[src/hdl/hrhp_pkg.sv]
package hrhp_pkg;

    localparam int unsigned STATE_W = 5;

    // Parser states
    localparam logic [STATE_W-1:0] ST_METHOD_START = 5'd0;
    localparam logic [STATE_W-1:0] ST_METHOD       = 5'd1;
    localparam logic [STATE_W-1:0] ST_URI          = 5'd2;
    localparam logic [STATE_W-1:0] ST_VER_H        = 5'd3;
    localparam logic [STATE_W-1:0] ST_VER_T1       = 5'd4;
    localparam logic [STATE_W-1:0] ST_VER_T2       = 5'd5;
    localparam logic [STATE_W-1:0] ST_VER_P        = 5'd6;
    localparam logic [STATE_W-1:0] ST_VER_SLASH    = 5'd7;
    localparam logic [STATE_W-1:0] ST_MAJOR_START  = 5'd8;
    localparam logic [STATE_W-1:0] ST_MAJOR        = 5'd9;
    localparam logic [STATE_W-1:0] ST_MINOR_START  = 5'd10;
    localparam logic [STATE_W-1:0] ST_MINOR        = 5'd11;
    localparam logic [STATE_W-1:0] ST_NL1          = 5'd12;
    localparam logic [STATE_W-1:0] ST_LINE_START   = 5'd13;
    localparam logic [STATE_W-1:0] ST_LWS          = 5'd14;
    localparam logic [STATE_W-1:0] ST_NAME         = 5'd15;
    localparam logic [STATE_W-1:0] ST_SPACE_VALUE  = 5'd16;
    localparam logic [STATE_W-1:0] ST_VALUE        = 5'd17;
    localparam logic [STATE_W-1:0] ST_NL2          = 5'd18;
    localparam logic [STATE_W-1:0] ST_NL3          = 5'd19;

    // Commands
    localparam logic CMD_CONSUME = 1'b0;
    localparam logic CMD_RESTART = 1'b1;

    // Status codes
    localparam logic [1:0] STATUS_INDET = 2'd0;
    localparam logic [1:0] STATUS_GOOD  = 2'd1;
    localparam logic [1:0] STATUS_BAD   = 2'd2;

    // Byte kinds
    localparam logic [2:0] KIND_NONE   = 3'd0;
    localparam logic [2:0] KIND_METHOD = 3'd1;
    localparam logic [2:0] KIND_URI    = 3'd2;
    localparam logic [2:0] KIND_NAME   = 3'd3;
    localparam logic [2:0] KIND_VALUE  = 3'd4;

    // Characters of interest
    localparam logic [7:0] CH_CR    = 8'h0D;
    localparam logic [7:0] CH_LF    = 8'h0A;
    localparam logic [7:0] CH_HT    = 8'h09;
    localparam logic [7:0] CH_SP    = 8'h20;
    localparam logic [7:0] CH_COLON = 8'h3A;
    localparam logic [7:0] CH_SLASH = 8'h2F;
    localparam logic [7:0] CH_DOT   = 8'h2E;
    localparam logic [7:0] CH_H     = 8'h48;
    localparam logic [7:0] CH_T     = 8'h54;
    localparam logic [7:0] CH_P     = 8'h50;
    localparam logic [7:0] CH_ZERO  = 8'h30;
    localparam logic [7:0] CH_NINE  = 8'h39;
    localparam logic [7:0] CH_DEL   = 8'h7F;
    localparam logic [7:0] CTL_MAX  = 8'h1F;
    localparam logic [7:0] ACC_MAX  = 8'hFF;

    typedef struct packed {
        logic is_token;
        logic is_ctl;
        logic is_decimal;
        logic is_lws;
    } byte_class_t;

    typedef struct packed {
        logic [1:0] status;
        logic [2:0] byte_kind;
        logic       new_header;
        logic [7:0] out_byte;
        logic [7:0] version_major;
        logic [7:0] version_minor;
    } result_t;

    function automatic logic is_separator(input logic [7:0] b);
        logic sep;
        case (b)
            8'h28, 8'h29, 8'h3C, 8'h3E, 8'h40, 8'h2C, 8'h3B, 8'h3A, 8'h5C, 8'h22,
            8'h2F, 8'h5B, 8'h5D, 8'h3F, 8'h3D, 8'h7B, 8'h7D, 8'h20, 8'h09:
                sep = 1'b1;
            default:
                sep = 1'b0;
        endcase
        return sep;
    endfunction

    // acc*10 + digit, saturating at 255
    function automatic logic [7:0] acc_digit(input logic [7:0] acc, input logic [7:0] b);
        logic [11:0] v;
        v = {4'd0, acc} * 12'd10 + {8'd0, b[3:0]};
        return (v > {4'd0, ACC_MAX}) ? ACC_MAX : v[7:0];
    endfunction

endpackage

[src/hdl/hrhp_if.sv]
interface hrhp_req_if;
    logic       valid;
    logic       ready;
    logic       command;
    logic [7:0] in_byte;

    modport source (output valid, output command, output in_byte, input ready);
    modport sink   (input valid, input command, input in_byte, output ready);
endinterface

interface hrhp_rsp_if;
    logic       valid;
    logic       ready;
    logic [1:0] status;
    logic [2:0] byte_kind;
    logic       new_header;
    logic [7:0] out_byte;
    logic [7:0] version_major;
    logic [7:0] version_minor;

    modport source (output valid, output status, output byte_kind, output new_header,
                    output out_byte, output version_major, output version_minor,
                    input ready);
    modport sink   (input valid, input status, input byte_kind, input new_header,
                    input out_byte, input version_major, input version_minor,
                    output ready);
endinterface

[src/hdl/hrhp_byte_class.sv]
module hrhp_byte_class (
    input  logic [7:0]                 in_byte,
    output hrhp_pkg::byte_class_t      byte_class
);

    logic is_char;
    logic is_ctl;

    // Bytes above 127 are neither characters nor controls
    assign is_char = (in_byte <= hrhp_pkg::CH_DEL);
    assign is_ctl  = (in_byte <= hrhp_pkg::CTL_MAX) || (in_byte == hrhp_pkg::CH_DEL);

    assign byte_class.is_ctl     = is_ctl;
    assign byte_class.is_token   = is_char && !is_ctl && !hrhp_pkg::is_separator(in_byte);
    assign byte_class.is_decimal = (in_byte >= hrhp_pkg::CH_ZERO) &&
                                   (in_byte <= hrhp_pkg::CH_NINE);
    assign byte_class.is_lws     = (in_byte == hrhp_pkg::CH_SP) || (in_byte == hrhp_pkg::CH_HT);

endmodule

[src/hdl/hrhp_step.sv]
module hrhp_step (
    input  logic                    clk,
    input  logic                    rst_n,
    input  logic                    advance,
    input  logic                    command,
    input  logic [7:0]              in_byte,
    input  hrhp_pkg::byte_class_t   byte_class,
    output hrhp_pkg::result_t       result
);

    logic [hrhp_pkg::STATE_W-1:0] state_reg, state_next;
    logic                         header_seen_reg, header_seen_next;
    logic [7:0]                   major_reg, major_next;
    logic [7:0]                   minor_reg, minor_next;
    logic [1:0]                   status;
    logic [2:0]                   kind;
    logic                         new_hdr;

    always_comb
    begin
        state_next       = state_reg;
        header_seen_next = header_seen_reg;
        major_next       = major_reg;
        minor_next       = minor_reg;
        status           = hrhp_pkg::STATUS_INDET;
        kind             = hrhp_pkg::KIND_NONE;
        new_hdr          = 1'b0;

        if (command == hrhp_pkg::CMD_RESTART)
        begin
            state_next       = hrhp_pkg::ST_METHOD_START;
            header_seen_next = 1'b0;
            major_next       = 8'd0;
            minor_next       = 8'd0;
        end
        else
        begin
            unique case (state_reg)
                hrhp_pkg::ST_METHOD_START:
                begin
                    if (!byte_class.is_token)
                        status = hrhp_pkg::STATUS_BAD;
                    else
                    begin
                        state_next = hrhp_pkg::ST_METHOD;
                        kind       = hrhp_pkg::KIND_METHOD;
                    end
                end
                hrhp_pkg::ST_METHOD:
                begin
                    if (in_byte == hrhp_pkg::CH_SP)
                        state_next = hrhp_pkg::ST_URI;
                    else if (!byte_class.is_token)
                        status = hrhp_pkg::STATUS_BAD;
                    else
                        kind = hrhp_pkg::KIND_METHOD;
                end
                hrhp_pkg::ST_URI:
                begin
                    if (in_byte == hrhp_pkg::CH_SP)
                        state_next = hrhp_pkg::ST_VER_H;
                    else if (byte_class.is_ctl)
                        status = hrhp_pkg::STATUS_BAD;
                    else
                        kind = hrhp_pkg::KIND_URI;
                end
                hrhp_pkg::ST_VER_H:
                begin
                    if (in_byte == hrhp_pkg::CH_H)
                        state_next = hrhp_pkg::ST_VER_T1;
                    else
                        status = hrhp_pkg::STATUS_BAD;
                end
                hrhp_pkg::ST_VER_T1:
                begin
                    if (in_byte == hrhp_pkg::CH_T)
                        state_next = hrhp_pkg::ST_VER_T2;
                    else
                        status = hrhp_pkg::STATUS_BAD;
                end
                hrhp_pkg::ST_VER_T2:
                begin
                    if (in_byte == hrhp_pkg::CH_T)
                        state_next = hrhp_pkg::ST_VER_P;
                    else
                        status = hrhp_pkg::STATUS_BAD;
                end
                hrhp_pkg::ST_VER_P:
                begin
                    if (in_byte == hrhp_pkg::CH_P)
                        state_next = hrhp_pkg::ST_VER_SLASH;
                    else
                        status = hrhp_pkg::STATUS_BAD;
                end
                hrhp_pkg::ST_VER_SLASH:
                begin
                    if (in_byte == hrhp_pkg::CH_SLASH)
                    begin
                        major_next = 8'd0;
                        minor_next = 8'd0;
                        state_next = hrhp_pkg::ST_MAJOR_START;
                    end
                    else
                        status = hrhp_pkg::STATUS_BAD;
                end
                hrhp_pkg::ST_MAJOR_START:
                begin
                    if (byte_class.is_decimal)
                    begin
                        major_next = hrhp_pkg::acc_digit(major_reg, in_byte);
                        state_next = hrhp_pkg::ST_MAJOR;
                    end
                    else
                        status = hrhp_pkg::STATUS_BAD;
                end
                hrhp_pkg::ST_MAJOR:
                begin
                    if (in_byte == hrhp_pkg::CH_DOT)
                        state_next = hrhp_pkg::ST_MINOR_START;
                    else if (byte_class.is_decimal)
                        major_next = hrhp_pkg::acc_digit(major_reg, in_byte);
                    else
                        status = hrhp_pkg::STATUS_BAD;
                end
                hrhp_pkg::ST_MINOR_START:
                begin
                    if (byte_class.is_decimal)
                    begin
                        minor_next = hrhp_pkg::acc_digit(minor_reg, in_byte);
                        state_next = hrhp_pkg::ST_MINOR;
                    end
                    else
                        status = hrhp_pkg::STATUS_BAD;
                end
                hrhp_pkg::ST_MINOR:
                begin
                    if (in_byte == hrhp_pkg::CH_CR)
                        state_next = hrhp_pkg::ST_NL1;
                    else if (byte_class.is_decimal)
                        minor_next = hrhp_pkg::acc_digit(minor_reg, in_byte);
                    else
                        status = hrhp_pkg::STATUS_BAD;
                end
                hrhp_pkg::ST_NL1:
                begin
                    if (in_byte == hrhp_pkg::CH_LF)
                        state_next = hrhp_pkg::ST_LINE_START;
                    else
                        status = hrhp_pkg::STATUS_BAD;
                end
                hrhp_pkg::ST_LINE_START:
                begin
                    if (in_byte == hrhp_pkg::CH_CR)
                        state_next = hrhp_pkg::ST_NL3;
                    else if (header_seen_reg && byte_class.is_lws)
                        state_next = hrhp_pkg::ST_LWS;
                    else if (!byte_class.is_token)
                        status = hrhp_pkg::STATUS_BAD;
                    else
                    begin
                        header_seen_next = 1'b1;
                        kind             = hrhp_pkg::KIND_NAME;
                        new_hdr          = 1'b1;
                        state_next       = hrhp_pkg::ST_NAME;
                    end
                end
                hrhp_pkg::ST_LWS:
                begin
                    if (in_byte == hrhp_pkg::CH_CR)
                        state_next = hrhp_pkg::ST_NL2;
                    else if (byte_class.is_lws)
                        state_next = hrhp_pkg::ST_LWS;
                    else if (byte_class.is_ctl)
                        status = hrhp_pkg::STATUS_BAD;
                    else
                    begin
                        state_next = hrhp_pkg::ST_VALUE;
                        kind       = hrhp_pkg::KIND_VALUE;
                    end
                end
                hrhp_pkg::ST_NAME:
                begin
                    if (in_byte == hrhp_pkg::CH_COLON)
                        state_next = hrhp_pkg::ST_SPACE_VALUE;
                    else if (!byte_class.is_token)
                        status = hrhp_pkg::STATUS_BAD;
                    else
                        kind = hrhp_pkg::KIND_NAME;
                end
                hrhp_pkg::ST_SPACE_VALUE:
                begin
                    if (in_byte == hrhp_pkg::CH_SP)
                        state_next = hrhp_pkg::ST_VALUE;
                    else
                        status = hrhp_pkg::STATUS_BAD;
                end
                hrhp_pkg::ST_VALUE:
                begin
                    if (in_byte == hrhp_pkg::CH_CR)
                        state_next = hrhp_pkg::ST_NL2;
                    else if (byte_class.is_ctl)
                        status = hrhp_pkg::STATUS_BAD;
                    else
                        kind = hrhp_pkg::KIND_VALUE;
                end
                hrhp_pkg::ST_NL2:
                begin
                    if (in_byte == hrhp_pkg::CH_LF)
                        state_next = hrhp_pkg::ST_LINE_START;
                    else
                        status = hrhp_pkg::STATUS_BAD;
                end
                hrhp_pkg::ST_NL3:
                begin
                    status = (in_byte == hrhp_pkg::CH_LF) ? hrhp_pkg::STATUS_GOOD
                                                          : hrhp_pkg::STATUS_BAD;
                end
                default:
                begin
                    status = hrhp_pkg::STATUS_BAD;
                end
            endcase
        end
    end

    assign result.status        = status;
    assign result.byte_kind     = kind;
    assign result.new_header    = new_hdr;
    assign result.out_byte      = (kind != hrhp_pkg::KIND_NONE) ? in_byte : 8'd0;
    assign result.version_major = major_next;
    assign result.version_minor = minor_next;

    always_ff @(posedge clk or negedge rst_n)
    begin
        if (!rst_n)
        begin
            state_reg       <= hrhp_pkg::ST_METHOD_START;
            header_seen_reg <= 1'b0;
            major_reg       <= 8'd0;
            minor_reg       <= 8'd0;
        end
        else if (advance)
        begin
            state_reg       <= state_next;
            header_seen_reg <= header_seen_next;
            major_reg       <= major_next;
            minor_reg       <= minor_next;
        end
    end

endmodule

[src/hdl/http_request_header_parser.sv]
// HTTP/1.1 request-line and header parser. Feed one request byte per beat on
// req (command 0), or a restart beat (command 1) to begin a new request; every
// input beat yields exactly one result beat on rsp, in order. A result gives
// the running status (indeterminate, good once the blank line after the
// headers ends, bad on a malformed byte; bad and good leave the parser where
// it was), tags the byte as method, URI, header-name or header-value text,
// flags the first byte of each header name, echoes tagged bytes and reports
// the HTTP major/minor version seen so far (decimal, saturating at 255).
// Throughput is one byte per clock cycle while rsp.ready does not stall the
// result: the whole state step is a single level of logic between the input
// register and the result register, and the next byte sees the updated state
// on the following cycle. A result passes from the input register through the
// result register to rsp. Both sides are registered; req.ready depends only
// on rsp.ready and local state. While a finished result waits to be taken,
// the block takes one more byte into its input register and then holds
// req.ready low until the result moves on.
module http_request_header_parser (
    input  logic        clk,
    input  logic        rst_n,
    hrhp_req_if.sink    req,
    hrhp_rsp_if.source  rsp
);

    // Input stage
    logic              in_valid_reg;
    logic              command_reg;
    logic [7:0]        byte_reg;

    // Result stage
    logic              out_valid_reg;
    hrhp_pkg::result_t result_reg;

    hrhp_pkg::byte_class_t byte_class;
    hrhp_pkg::result_t     step_result;
    logic                  advance;

    // Advance the held byte through the parser when the result slot is free
    assign advance   = in_valid_reg && (!out_valid_reg || rsp.ready);
    assign req.ready = !in_valid_reg || advance;

    always_ff @(posedge clk or negedge rst_n)
    begin
        if (!rst_n)
            in_valid_reg <= 1'b0;
        else if (req.ready)
            in_valid_reg <= req.valid;
    end

    // Payload holds until the next accepted beat
    always_ff @(posedge clk)
    begin
        if (req.valid && req.ready)
        begin
            command_reg <= req.command;
            byte_reg    <= req.in_byte;
        end
    end

    hrhp_byte_class u_byte_class (
        .in_byte    (byte_reg),
        .byte_class (byte_class)
    );

    hrhp_step u_step (
        .clk        (clk),
        .rst_n      (rst_n),
        .advance    (advance),
        .command    (command_reg),
        .in_byte    (byte_reg),
        .byte_class (byte_class),
        .result     (step_result)
    );

    // Result register: drop the valid once taken, load on advance
    always_ff @(posedge clk or negedge rst_n)
    begin
        if (!rst_n)
            out_valid_reg <= 1'b0;
        else if (advance)
            out_valid_reg <= 1'b1;
        else if (rsp.ready)
            out_valid_reg <= 1'b0;
    end

    always_ff @(posedge clk)
    begin
        if (advance)
            result_reg <= step_result;
    end

    assign rsp.valid         = out_valid_reg;
    assign rsp.status        = result_reg.status;
    assign rsp.byte_kind     = result_reg.byte_kind;
    assign rsp.new_header    = result_reg.new_header;
    assign rsp.out_byte      = result_reg.out_byte;
    assign rsp.version_major = result_reg.version_major;
    assign rsp.version_minor = result_reg.version_minor;

endmodule

[src/flat_wrapper.sv]
// flat-port wrapper written by rule: the top's interface ports become plain ports
module http_request_header_parser_flat 
  (clk, rst_n, req_valid, req_command, req_in_byte, req_ready, rsp_valid, rsp_status, rsp_byte_kind, rsp_new_header, rsp_out_byte, rsp_version_major, rsp_version_minor, rsp_ready);
  hrhp_req_if req_i ();
  hrhp_rsp_if rsp_i ();
  input  logic clk;
  input  logic rst_n;
  input wire logic [$bits(req_i.valid)-1:0] req_valid;
  input wire logic [$bits(req_i.command)-1:0] req_command;
  input wire logic [$bits(req_i.in_byte)-1:0] req_in_byte;
  output wire logic [$bits(req_i.ready)-1:0] req_ready;
  output wire logic [$bits(rsp_i.valid)-1:0] rsp_valid;
  output wire logic [$bits(rsp_i.status)-1:0] rsp_status;
  output wire logic [$bits(rsp_i.byte_kind)-1:0] rsp_byte_kind;
  output wire logic [$bits(rsp_i.new_header)-1:0] rsp_new_header;
  output wire logic [$bits(rsp_i.out_byte)-1:0] rsp_out_byte;
  output wire logic [$bits(rsp_i.version_major)-1:0] rsp_version_major;
  output wire logic [$bits(rsp_i.version_minor)-1:0] rsp_version_minor;
  input wire logic [$bits(rsp_i.ready)-1:0] rsp_ready;
  assign req_i.valid = req_valid;
  assign req_i.command = req_command;
  assign req_i.in_byte = req_in_byte;
  assign req_ready = req_i.ready;
  assign rsp_valid = rsp_i.valid;
  assign rsp_status = rsp_i.status;
  assign rsp_byte_kind = rsp_i.byte_kind;
  assign rsp_new_header = rsp_i.new_header;
  assign rsp_out_byte = rsp_i.out_byte;
  assign rsp_version_major = rsp_i.version_major;
  assign rsp_version_minor = rsp_i.version_minor;
  assign rsp_i.ready = rsp_ready;
  http_request_header_parser u_core (.clk(clk), .rst_n(rst_n), .req(req_i), .rsp(rsp_i));
endmodule
[config.mk]
export PLATFORM = sky130hd
export DESIGN_NAME = http_request_header_parser_flat
export DESIGN_NICKNAME = d
export VERILOG_FILES = /design/src/hdl/hrhp_pkg.sv /design/src/hdl/hrhp_if.sv /design/src/hdl/hrhp_byte_class.sv /design/src/hdl/hrhp_step.sv /design/src/hdl/http_request_header_parser.sv /design/src/flat_wrapper.sv
export SDC_FILE = /design/constraint.sdc
export NUM_CORES = 1
export LEC_CHECK = 0
export BUFFER_PORTS_ARGS = -buffer_cell sky130_fd_sc_hd__buf_2
export CAP_MARGIN = 20
export CORE_ASPECT_RATIO = 0.7
export CORE_MARGIN = 10
export CORE_UTILIZATION = 45
export CTS_BUF_LIST = sky130_fd_sc_hd__clkbuf_4 sky130_fd_sc_hd__clkbuf_8
export CTS_CLUSTER_SIZE = 28
export DETAILED_ROUTE_END_ITERATION = 10
export PLACE_DENSITY = 0.69
export RECOVER_POWER = 25
export SKIP_CTS_REPAIR_TIMING = 1
export SLEW_MARGIN = 40
export SYNTH_ARGS = -nofsm -noshare
export SYNTH_HDL_FRONTEND = slang
export SYNTH_HIERARCHICAL = 1
export SYNTH_SLANG_ARGS = --single-unit
export TNS_END_PERCENT = 100
[constraint.sdc]
create_clock -name clk -period 4.2 [get_ports clk]
set_input_delay 0.63 -clock clk [delete_from_list [all_inputs] [get_ports clk]]
set_output_delay 0.63 -clock clk [all_outputs]
set_load 0.005 [all_outputs]
==> results.md, run 1 <==
- Outcome: finished clean
- Clock-pin slew on the worst setup and hold paths: around 0.08 ns
- Routed WL per cell: between 15 and 20 um
- Leakage: approximately 2.2 nW
- CTS tree: done
- Largest net degree at the start of global routing: 28
- Pint: roughly 1.1 mW
- Max VDD drop: about 0.00017 V
- Hold depth: 1
- RSZ-0062 raised after global routing: false
- Initial antenna violation count: 0
- Reg2reg path depth: 10
- Worst flop-to-flop path startpoint: u_core/u_step/minor_reg[1]
- Vias in the first global route: 3982
- Largest delay share family, worst path: compound AO/OA/AOI/OAI gates
- Setup TNS Final: 0 ns
- Worst Tran Pin Value: 1.40 ns
- PD cells: approximately 320 nW/um2
- Fmax: 280 MHz
- CP endpoint kind: flip-flop
- CP Max Fanout: 6
- Net Count, Synth: around 550
- Syn avg cell area: just over 9 um2
- Placer Congestion: between 0.9 and 1
- Pins Over Slew Limit: 0
- Grt total ovfl: 0
- Max Cap Viol: 0
- Routed wire length: roughly 12000 um
- Commonest cells after routing, fill and taps aside: 60 x nand2_1, 43 x buf_2, 42 x o21ai_0, 39 x edfxtp_1, 34 x nor2_1
- Mapped Cells: 500
- Main flop type after synthesis: edfxtp_1
- H-tree levels: 3
- Layout cell share with drive strength beyond 1: 0.151
- Clock buffer count from CTS: 9
- Arr. time, crit path: around 3.7 ns
- Die X-Extent: 142 um
- Clock Sinks: 63
- Max clock buf depth: 2
- Final Cycle Share: 0.852
- Part of the Yosys area used for sequential elements: 0.380
- Crit path cell chain: ha_1, ha_1, fa_1, a211oi_1, o21bai_1, a21oi_1, o211ai_1, or3_4, or3b_1, a22o_1
- Worst slew margin: 0.0661
- Post-synth cell types: 74
- Buf/Inv on CP: 0
- Drt first pass iters: 5
- P_sw: about 0.5 mW
- Crit path kind: reg2reg
- Avg Vias per Cell: between 6 and 7
- Critical Path RT: around 4.3 ns
- Mapped Area: ~4700 um2
- Slowest cell on the critical path: dfrtp_1
- CP most frequent cell: ha_1
- Commonest non-fill, non-tap cell in the layout: nand2_1
- R2R Path End: u_core/rsp.version_minor[7]
- Sw frac: 0.305
- Residual DRC count: 0
- Worst R2R Setup Slack: between 0.6 and 0.7 ns
- Seq pwr share: 0.460
- Final Hold Fails: 0
- Synth Register Bits: 63
- Io pins: 45
- DIE AREA: 14900 um2
- Root Buffer: clkbuf_8
- First-pass GRT wire length: between 20000 and 25000 um
- Clock Latency Late Sink: 0.37 ns
- Final min period: 3.58 ns
- Post-synth EDFFs: 39
- ANT nets after route: 0
- Ys async rst share: 0.381
- Hold Path End: u_core/byte_reg[1]
- DP Wirelength: roughly 8900 um
- Die height: 105 um
- CP max stage delay: around 0.46 ns
- Initial core utilization: 0.470
- CORE AREA: 9910 um2
- Diode count: 0
- Port bufs: 44
- FP Rows: 30
- Clock skew: approximately 0.010 ns
- Clock Power Share: 0.374
- Worst hold path type: in2reg
- CP Launch Type: flip-flop
- Final setup fails: 0
- Hold_sp: req_in_byte[1]
- Gr usage total: 0.167
- Combinational share of power: 0.166
- Nets@finish: about 590
- Starting DRC count in detailed routing: between 500 and 600
- Via count: 4138
- Final core utilization: 0.524
- Yosys warnings: 6
- Synth-to-layout area growth: 11.5%
through the flow:
step	area, um2	setup WS, ns	hold WS (ns)	power (mW)	cells
final	5200	0.623	0.432	1.65	672
after global routing	5200	0.500	0.411	1.73	672
after CTS	5210	0.657	0.254	1.67	672
after detailed placement	4980	0.666	0.540	1.04	656
after global placement	4980	0.762	0.517	1.04	656
after floorplan	4660	0.927	0.334	0.949	500
worst register-to-register path, delay by kind of cell (launching register included):
family	cells	cell delay, ns
compound gates	5	1.11
fa+ha+maj	3	0.98
flops	1	0.46
simple gates	2	0.79
worst max path at each step:
stage,startpoint,endpoint,slack [ns],depth (start not counted)
after floorplan,u_core/u_step/minor_reg[1],u_core/rsp.version_minor[7],0.93,10
after CTS,u_core/u_step/minor_reg[1],u_core/rsp.version_minor[7],0.66,10
final,u_core/u_step/minor_reg[1],u_core/rsp.version_minor[7],0.62,10
after global placement,u_core/u_step/minor_reg[1],u_core/rsp.version_minor[7],0.76,10
after global routing,u_core/u_step/minor_reg[1],u_core/rsp.version_minor[7],0.50,10
after detailed placement,u_core/u_step/minor_reg[1],u_core/rsp.version_minor[7],0.67,10
cells by family after synthesis:
kind of cell | Yosys count | synth area share
flops | 63 | 0.380
xor+xnor | 12 | 0.0226
mux | 4 | 0.00967
compound gates | 150 | 0.218
simple gates | 204 | 0.239
fa+ha+maj | 34 | 0.0977
buf+inv | 33 | 0.0322
power by group through the flow:
stage	logic, mW	clock network (mW)	registers, mW
after CTS	0.272	0.635	0.760
after floorplan	0.212	0	0.737
after global placement	0.268	0	0.771
final	0.275	0.618	0.761
after global routing	0.305	0.655	0.768
after detailed placement	0.271	0	0.773
cells in the mapped netlist (all sizes together), types with 3 or more instances:
cell,n,area share
o221ai,4,0.0075
or3,3,0.0051
and2,15,0.021
xnor2,6,0.011
o21ai,47,0.052
fa,4,0.017
a22o,6,0.011
nand3b,3,0.0075
a31oi,5,0.0067
inv,10,0.0081
nor3,12,0.013
nor2,34,0.027
a21boi,7,0.011
and3,5,0.0067
nor4,6,0.0081
o311ai,3,0.0056
nor2b,10,0.013
a21o,7,0.011
o2bb2ai,11,0.021
mux2i,3,0.0064
and4,3,0.0064
edfxtp,39,0.25
buf,7,0.011
o211ai,4,0.0064
nor4bb,3,0.0064
nor3b,3,0.0048
nand3,12,0.013
dfrtp,24,0.13
nor4b,7,0.013
nand2b,11,0.015
nand2,60,0.048
ha,30,0.081
clkbuf,16,0.013
o21bai,6,0.0097
or4,5,0.0081
a21oi,26,0.028
xor2,6,0.011
a211oi,5,0.0091
and3b,3,0.0056
area by class of cell:
cell class              instances  area [um2]
fillers                       928        4710
multi-input cells             404        2730
flip-flops and latches         63        1770
repair buffers                 51         272
well taps                     128         160
clock buffers                   9         124
clock inverters                 7         105
inverters                      10        37.5
per-layer routing:
metal  up-vias  GRT usage  wire length (um)
met5         -          0                 0
met4         0     0.0568               180
met3        17     0.0502               999
met2       178      0.241              5320
met1      1977      0.230              5950
li1       1966          -                 -
(Power assumes the default switching activity.)
==> run 2: changes to the inputs <==
--- a/config.mk
+++ b/config.mk
@@ -13,7 +13,6 @@
 export CTS_BUF_LIST = sky130_fd_sc_hd__clkbuf_4 sky130_fd_sc_hd__clkbuf_8
 export CTS_CLUSTER_SIZE = 28
 export DETAILED_ROUTE_END_ITERATION = 10
-export PLACE_DENSITY = 0.69
 export RECOVER_POWER = 25
 export SKIP_CTS_REPAIR_TIMING = 1
 export SLEW_MARGIN = 40
==> results.md, run 2 (synthesized netlist as in run 1, its figures left out) <==
- Outcome: finished clean
- Leakage: 2.21 nW (+0.59%)
- Initial antenna violation count: 0 (unchanged)
- Arr. time, crit path: 3.88 ns (+0.17 ns)
- Largest net degree at the start of global routing: 37 (+32%)
- Diode count: 0 (unchanged)
- Area of the multi-input gates: 2730 um2 (unchanged)
- Setup TNS Final: 0 ns (unchanged)
- Final worst setup slack: 0.549 ns (-0.0740 ns)
- Clock skew: 0.0137 ns (+0.00332 ns)
- Max clock buf depth: 2 (unchanged)
- Synth-to-layout area growth: 12.0%
- Reg area: 1770 um2 (about the same)
- First-pass GRT wire length: 20400 um (-1.2%)
- Total power: 1.72 mW (+3.9%)
- Clock Sinks: 63 (unchanged)
- Routed wire length: 12400 um (-0.16%)
- Nets@finish: 586 (unchanged)
- Grt total ovfl: 0 (unchanged)
- Placer Congestion: 0.945 (-0.37%)
- Via count: 4128 (-0.24%)
- Starting DRC count in detailed routing: 450 (-12%)
- Pins Over Slew Limit: 0 (unchanged)
- Sw frac: 0.297 (-0.00854)
- Commonest cells after routing, fill and taps aside: 60 x nand2_1, 43 x buf_2, 42 x o21ai_0, 39 x edfxtp_1, 34 x nor2_1
- Avg Vias per Cell: 6.14 (-0.24%)
- Final Cycle Share: 0.869 (+0.0176)
- Combinational share of power: 0.161 (-0.005)
- CP Max Fanout: 18 (+12)
- Gr usage total: 0.165 (-0.00231)
- CORE AREA: 9910 um2 (unchanged)
- P_sw: 0.510 mW (+0.98%)
- Root Buffer: clkbuf_8
- Routed WL per cell: 18.5 um (-0.16%)
- Clock Power Share: 0.395 (+0.021)
- Clock buffer count from CTS: 9 (unchanged)
- FP Rows: 30 (unchanged)
- DIE AREA: 14900 um2 (unchanged)
- Dpl ws: 0.596 ns (-0.0693 ns)
- Initial core utilization: 0.470 (unchanged)
- Final Hold Fails: 0 (unchanged)
- ANT nets after route: 0 (unchanged)
- Die height: 105 um (unchanged)
- Critical Path RT: 4.43 ns (+0.10 ns)
- Vias in the first global route: 3888 (-2.4%)
- Clock Latency Late Sink: 0.35 ns (-0.02 ns)
- Pint: 1.21 mW (+5.2%)
- Final min period: 3.65 ns (+0.0740 ns)
- Crit path kind: reg2reg
- Fmax: 274 MHz (-2.0%)
- Worst hold path type: in2reg
- Seq pwr share: 0.444 (-0.016)
- Fill count: 909 (-2.0%)
- CP Launch Type: flip-flop
- CP endpoint kind: flip-flop
- Residual DRC count: 0 (unchanged)
- Worst Tran Pin Value: 1.40 ns (+0.00174 ns)
- Final setup fails: 0 (unchanged)
- Worst slew margin: 0.0649 (-0.00116)
- RSZ-0062 raised after global routing: false
- Drt first pass iters: 5 (unchanged)
- PD cells: 329 nW/um2 (+3.5%)
- Max VDD drop: 0.000231 V (+36%)
- H-tree levels: 3 (unchanged)
- Max Cap Viol: 0 (unchanged)
- CTS tree: done
- Layout cell share with drive strength beyond 1: 0.153 (+0.00184)
- Port bufs: 44 (unchanged)
- Worst R2R Setup Slack: 0.55 ns (-0.07 ns)
- Clock-pin slew on the worst setup and hold paths: 0.08 ns (about the same)
- Io pins: 45 (unchanged)
- Commonest non-fill, non-tap cell in the layout: nand2_1
- Die X-Extent: 142 um (unchanged)
- DP Wirelength: 8780 um (-1.6%)
[run 2: cell types whose count changed in the layout (fill, tap and decap cells not counted), sizes merged]
cell / before / now
bufinv: 2 / 3
clkinvlp: 1 / 0
inv: 12 / 13
clkinv: 2 / 1
[run 2: power by group through the flow]
stage	Sequential [mW]	Clock (mW)	Combinational [mW]
2_1_floorplan	0.737	0	0.212
3_3_place_gp	0.776	0	0.268
3_5_place_dp	0.776	0	0.269
4_1_cts	0.762	0.693	0.273
5_1_grt	0.774	0.720	0.304
6_report	0.764	0.679	0.276
[run 2: per-stage QoR]
step	util	cells	hold slack, ns	area (um2)
floorplan	-	500	0.334	4660
global placement	0.503	656	0.522	4980
detailed placement	0.503	656	0.555	4980
CTS	0.528	672	0.284	5230
global route	0.527	672	0.430	5220
finish	0.527	672	0.449	5220
[run 2: worst max-delay path, cell delays in order (launching register included)]
cell and delay, ns:
edfxtp_1 0.69, nand2_1 0.24, nor4b_1 0.10, a31o_1 0.23, a2111oi_2 0.34, and3_1 0.34
nor2_1 0.07, o211ai_1 0.19, o311ai_0 0.17, nor4_1 0.57, and2_1 0.26, o21ai_2 0.09
a32o_1 0.23
[run 2: worst paths after layout]
path,startpoint,to,cells past startpoint
max,u_core/byte_reg[2],u_core/u_step/state_reg[0],12
min,req_in_byte[5],u_core/byte_reg[5],1
max reg2reg,u_core/byte_reg[2],u_core/u_step/state_reg[0],12
min reg2reg,u_core/in_valid_reg,u_core/rsp.valid,1
max in group asynchronous,rst_n,u_core/u_step/state_reg[0],1
min in group asynchronous,rst_n,u_core/u_step/state_reg[4],1
[run 2: area by class of cell]
cell class,count,share of cell area
Tap cell,128,0.0307
Timing Repair Buffer,51,0.0520
Clock inverter,7,0.0240
Inverter,10,0.00719
Sequential cell,63,0.340
Multi-Input combinational cell,404,0.523
Clock buffer,9,0.0237
[run 2: metal layers]
metal	up-vias	global-route usage	share of wire
met5	-	0	0
met4	0	0.0364	0.010
met3	17	0.0516	0.079
met2	184	0.239	0.43
met1	1958	0.232	0.48
li1	1969	-	-
